## config.mk

```make
export PLATFORM = sky130hd
export DESIGN_NAME = lrsr_rsp_buf
export DESIGN_NICKNAME = d
export VERILOG_FILES = /design/src/rtl/lrsr_pkg.sv /design/src/rtl/lrsr_rsp_buf.sv
export SDC_FILE = /design/constraint.sdc
export NUM_CORES = 1
export LEC_CHECK = 0
export BUFFER_PORTS_ARGS = -buffer_cell sky130_fd_sc_hd__buf_2
export CAP_MARGIN = 30
export CORE_UTILIZATION = 51
export CTS_CLUSTER_SIZE = 30
export DETAILED_ROUTE_END_ITERATION = 16
export HOLD_SLACK_MARGIN = 0.15
export PLACE_DENSITY_LB_ADDON = 0.3
export SLEW_MARGIN = 30
export SYNTH_ARGS = -nofsm -noshare
export SYNTH_HDL_FRONTEND = slang
export SYNTH_SLANG_ARGS = --single-unit
```

## constraint.sdc

```tcl
create_clock -name clock -period 5.6 [get_ports clock]
set_clock_uncertainty 0.15 [all_clocks]
set_input_delay 0.56 -clock clock [delete_from_list [all_inputs] [get_ports clock]]
set_output_delay 0.56 -clock clock [all_outputs]
set_load 0.01 [all_outputs]
```

## src/rtl/lrsr_pkg.sv

```systemverilog
// Shared types and constants for the LR shift-reduce parse engine.
package lrsr_pkg;
   localparam int STATE_W = 10;
   localparam int TERM_W  = 6;
   localparam int NT_W    = 6;
   localparam int PROD_W  = 8;
   localparam int LEN_W   = 4;
   localparam int SP_W    = 9;
   localparam int STACK_DEPTH = 256;
   localparam int MAX_CHAIN   = 32;
   localparam int CHAIN_W     = 5;

   localparam logic [2:0] OP_TOKEN   = 3'd0;
   localparam logic [2:0] OP_ACTION  = 3'd1;
   localparam logic [2:0] OP_GOTO    = 3'd2;
   localparam logic [2:0] OP_PROD    = 3'd3;
   localparam logic [2:0] OP_RESTART = 3'd4;

   localparam logic [1:0] KIND_EMPTY  = 2'd0;
   localparam logic [1:0] KIND_SHIFT  = 2'd1;
   localparam logic [1:0] KIND_REDUCE = 2'd2;
   localparam logic [1:0] KIND_ACCEPT = 2'd3;

   localparam logic [2:0] EV_SHIFT    = 3'd0;
   localparam logic [2:0] EV_REDUCE   = 3'd1;
   localparam logic [2:0] EV_ACCEPT   = 3'd2;
   localparam logic [2:0] EV_SYNTAX   = 3'd3;
   localparam logic [2:0] EV_OVERFLOW = 3'd4;
   localparam logic [2:0] EV_CHAIN    = 3'd5;

   typedef struct packed {
      logic [2:0]         event_res;
      logic [PROD_W-1:0]  reduced_production;
      logic [NT_W-1:0]    reduced_lhs;
      logic [STATE_W-1:0] top_state;
      logic [SP_W-1:0]    stack_level;
      logic               last;
   } rsp_type;
endpackage

```

## src/rtl/lrsr_rsp_buf.sv

```systemverilog
// Two-entry output buffer for the result channel; it reports room only while empty.
module lrsr_rsp_buf (
   input  logic              clock,
   input  logic              reset,
   input  logic              push,
   input  lrsr_pkg::rsp_type push_data,
   output logic              has_room,
   output logic              rsp_valid,
   input  logic              rsp_stall,
   output lrsr_pkg::rsp_type rsp_data
);
   import lrsr_pkg::*;
   rsp_type   data_ff [2];
   logic [1:0] cnt_ff;
   logic       rd_ff, wr_ff;
   logic       pop;

   assign pop       = rsp_valid && !rsp_stall;
   assign rsp_valid = cnt_ff != 2'd0;
   assign rsp_data  = data_ff[rd_ff];
   assign has_room  = cnt_ff == 2'd0;

   // track fill level and pointers
   always_ff @(posedge clock) begin
      if (reset) begin
         cnt_ff <= 2'd0;
         rd_ff  <= 1'b0;
         wr_ff  <= 1'b0;
      end else begin
         if (push) begin
            data_ff[wr_ff] <= push_data;
            wr_ff <= !wr_ff;
         end
         if (pop) rd_ff <= !rd_ff;
         cnt_ff <= cnt_ff + {1'b0, push} - {1'b0, pop};
      end
   end
endmodule

```

==> results.sh <==
export IMPL_slowest_delay_ps=500
export IMPL_path_clk_slew_ps=80
export IMPL_seq_area_frac_synth_pct=75.66
export IMPL_clockBufferDepth=2
export IMPL_vias=1453
export IMPL_die_y_um=79.58
export IMPL_ys_types=15
export IMPL_worstSetupPathType="flip-flop to output pin"
export IMPL_die_area_mm2=0.006332
export IMPL_numCtsBuffers=9
export IMPL_layout_nets=269
export IMPL_peakVddDrop_v=0.0002781
export IMPL_tns_ps=0
export IMPL_leakage_nw=1.465
export IMPL_syn_num_nets=181
export IMPL_place_ws_ps=3107
export IMPL_coreArea_mm2=0.005642
export IMPL_cp_slowest_cell="buf_4"
export IMPL_die_w_um=79.58
export IMPL_grt_max_degree=38
export IMPL_drv_cap=0
export IMPL_final_cell_mix="79 x buf_2, 74 x edfxtp_1, 30 x mux2_4"
export IMPL_path_delay_family="buffers and inverters"
export IMPL_routed_wl_um=4434
export IMPL_rsz0062_at_grt="false"
export IMPL_crit_path_start_kind="flip-flop"
export IMPL_maxSlewHeadroom_pct=41.42
export IMPL_drt_iter0_markers=77
export IMPL_cts_tree="built"
export IMPL_holdWs_ps=253.4
export IMPL_cp_max_fo=30
export IMPL_netlist_area_mm2=0.003069
export IMPL_gp_congestion=0.7423
export IMPL_ioPinCount=80
export IMPL_worst_slack_ps=3032
export IMPL_drtPass1Iterations=3
export IMPL_clock_sinks=79
export IMPL_syn_avg_cell_area_um2=22.24
export IMPL_crit_chain="buf_4 > mux2_2 > buf_2"
export IMPL_crit_required_ps=4890
export IMPL_cts_resized_gates=0
export IMPL_grt_pass1_wl_um=6831
export IMPL_final_period_utilization_pct=45.86
export IMPL_post_cts_buffers=0
export IMPL_antenna_cells=0
export IMPL_hold_buffers=0
export IMPL_crit_arrival_ps=1860
export IMPL_overflow=0
export IMPL_layout_drive_gt1_share_pct=58.87
export IMPL_drc=0
export IMPL_port_buffers=79
export IMPL_antenna_found_initial=0
export IMPL_drtAntennaViolNets=0
export IMPL_post_drt_via_cell_ratio=4.795
export IMPL_ys_ff_latch=79
export IMPL_groute_usage_overall_pct=15.21
export IMPL_rows=27
export IMPL_dp_hpwl_um=2908
export IMPL_fmax_mhz=389.4
export IMPL_hp_class="input port to flip-flop"
export IMPL_synthesis_instances=138
export IMPL_initial_core_util_pct=54.40
export IMPL_yosysWarnings=0
export IMPL_p_per_area_mw_per_mm2=378.6
export IMPL_clk_latency_ps=330
export IMPL_finalHoldViolCount=0
export IMPL_setup_viol=0
export IMPL_fin_crit_ps=2568
export IMPL_cts_max_level=3
export IMPL_slew_viol_final=0
export IMPL_final_common_cell="buf_2"
export IMPL_end_kind="output pin"
export IMPL_syn2layout_area_growth_pct=20.26
export IMPL_root_buffer="clkbuf_8"
export IMPL_wl_per_cell_um=14.63
export IMPL_path_buf_inv=2
export IMPL_worst_pin_slew_ps=878.7
export IMPL_grt_pass1_vias=1516
export IMPL_status="finished clean"
==> metrics by stage <==
| step | area (um2) | util (%) | cells | power (mW) |
|---|---|---|---|---|
| after floorplan | 3069 | - | 138 | 0.9605 |
| after global placement | 3506 | 62.14 | 287 | 1.029 |
| after detailed placement | 3506 | 62.14 | 287 | 1.034 |
| after CTS | 3685 | 65.31 | 303 | 1.411 |
| after global routing | 3691 | 65.42 | 303 | 1.459 |
| final | 3691 | 65.42 | 303 | 1.398 |
==> state kept, by name, indices dropped and copies added (netlist names), named ones only <==
register	cells
cnt_ff	2
data_ff	74
wr_ff	1
rd_ff	1
==> power breakdown <==
part,internal (mW),switching (mW)
clock network,0.200,0.180
logic,0.176,0.139
registers,0.682,0.0205
total,1.06,0.339
==> synth_stat cells (all sizes together) <==
cell type / n / area share [%]
xnor2: 1 / 0.29
buf: 4 / 2.3
nor2: 4 / 0.49
nor3b: 1 / 0.24
and2b: 2 / 0.49
dfxtp: 5 / 3.3
mux2: 39 / 18
o21ba: 1 / 0.33
and3b: 1 / 0.29
inv: 3 / 0.37
ha: 2 / 0.82
edfxtp: 74 / 72
xnor3: 1 / 0.73
==> worst reg2reg max path: cells and delay by family, from the launching register on <==
kind / cells / cell delay, ps
simple gates: 1 / 600
flops: 1 / 350
buf+inv: 1 / 440
==> cell families (layout without fill, tap and decap cells) <==
| logic type | after synthesis | after routing | synth area share [%] |
|---|---|---|---|
| fa+ha+maj | 2 | 2 | 0.8152 |
| compound gates | 1 | 1 | 0.3261 |
| mux | 39 | 39 | 17.98 |
| flops | 79 | 79 | 75.66 |
| simple gates | 8 | 8 | 1.508 |
| xor+xnor | 2 | 2 | 1.019 |
| buf+inv | 7 | 100 | 2.691 |
==> worst paths after layout <==
check           startpoint              to  slack, ps  cells past startpoint
min          push_data[33]  data_ff[1][33]        250                      1
max              flip-flop     rsp_data[1]       3030                      3
min reg2reg          wr_ff           wr_ff        430                      2
max reg2reg          wr_ff  data_ff[0][35]       3730                      2
==> metal layers <==
metal | global-route usage, % | share of wire (%)
met2 | 25.47 | 53
met1 | 17.06 | 40
met4 | 8.727 | 1.7
met3 | 4.800 | 5.9
met5 | 0 | 0
==> cell type report <==
cell class	instances	area [um2]
Inverter	3	11.26
Clock buffer	10	127.6
Fill cell	409	1951
Timing Repair Buffer	81	410.4
Sequential cell	79	2323
Clock inverter	6	51.30
Tap cell	72	90.09
Multi-Input combinational cell	52	676.9
(Power assumes the default switching activity.)
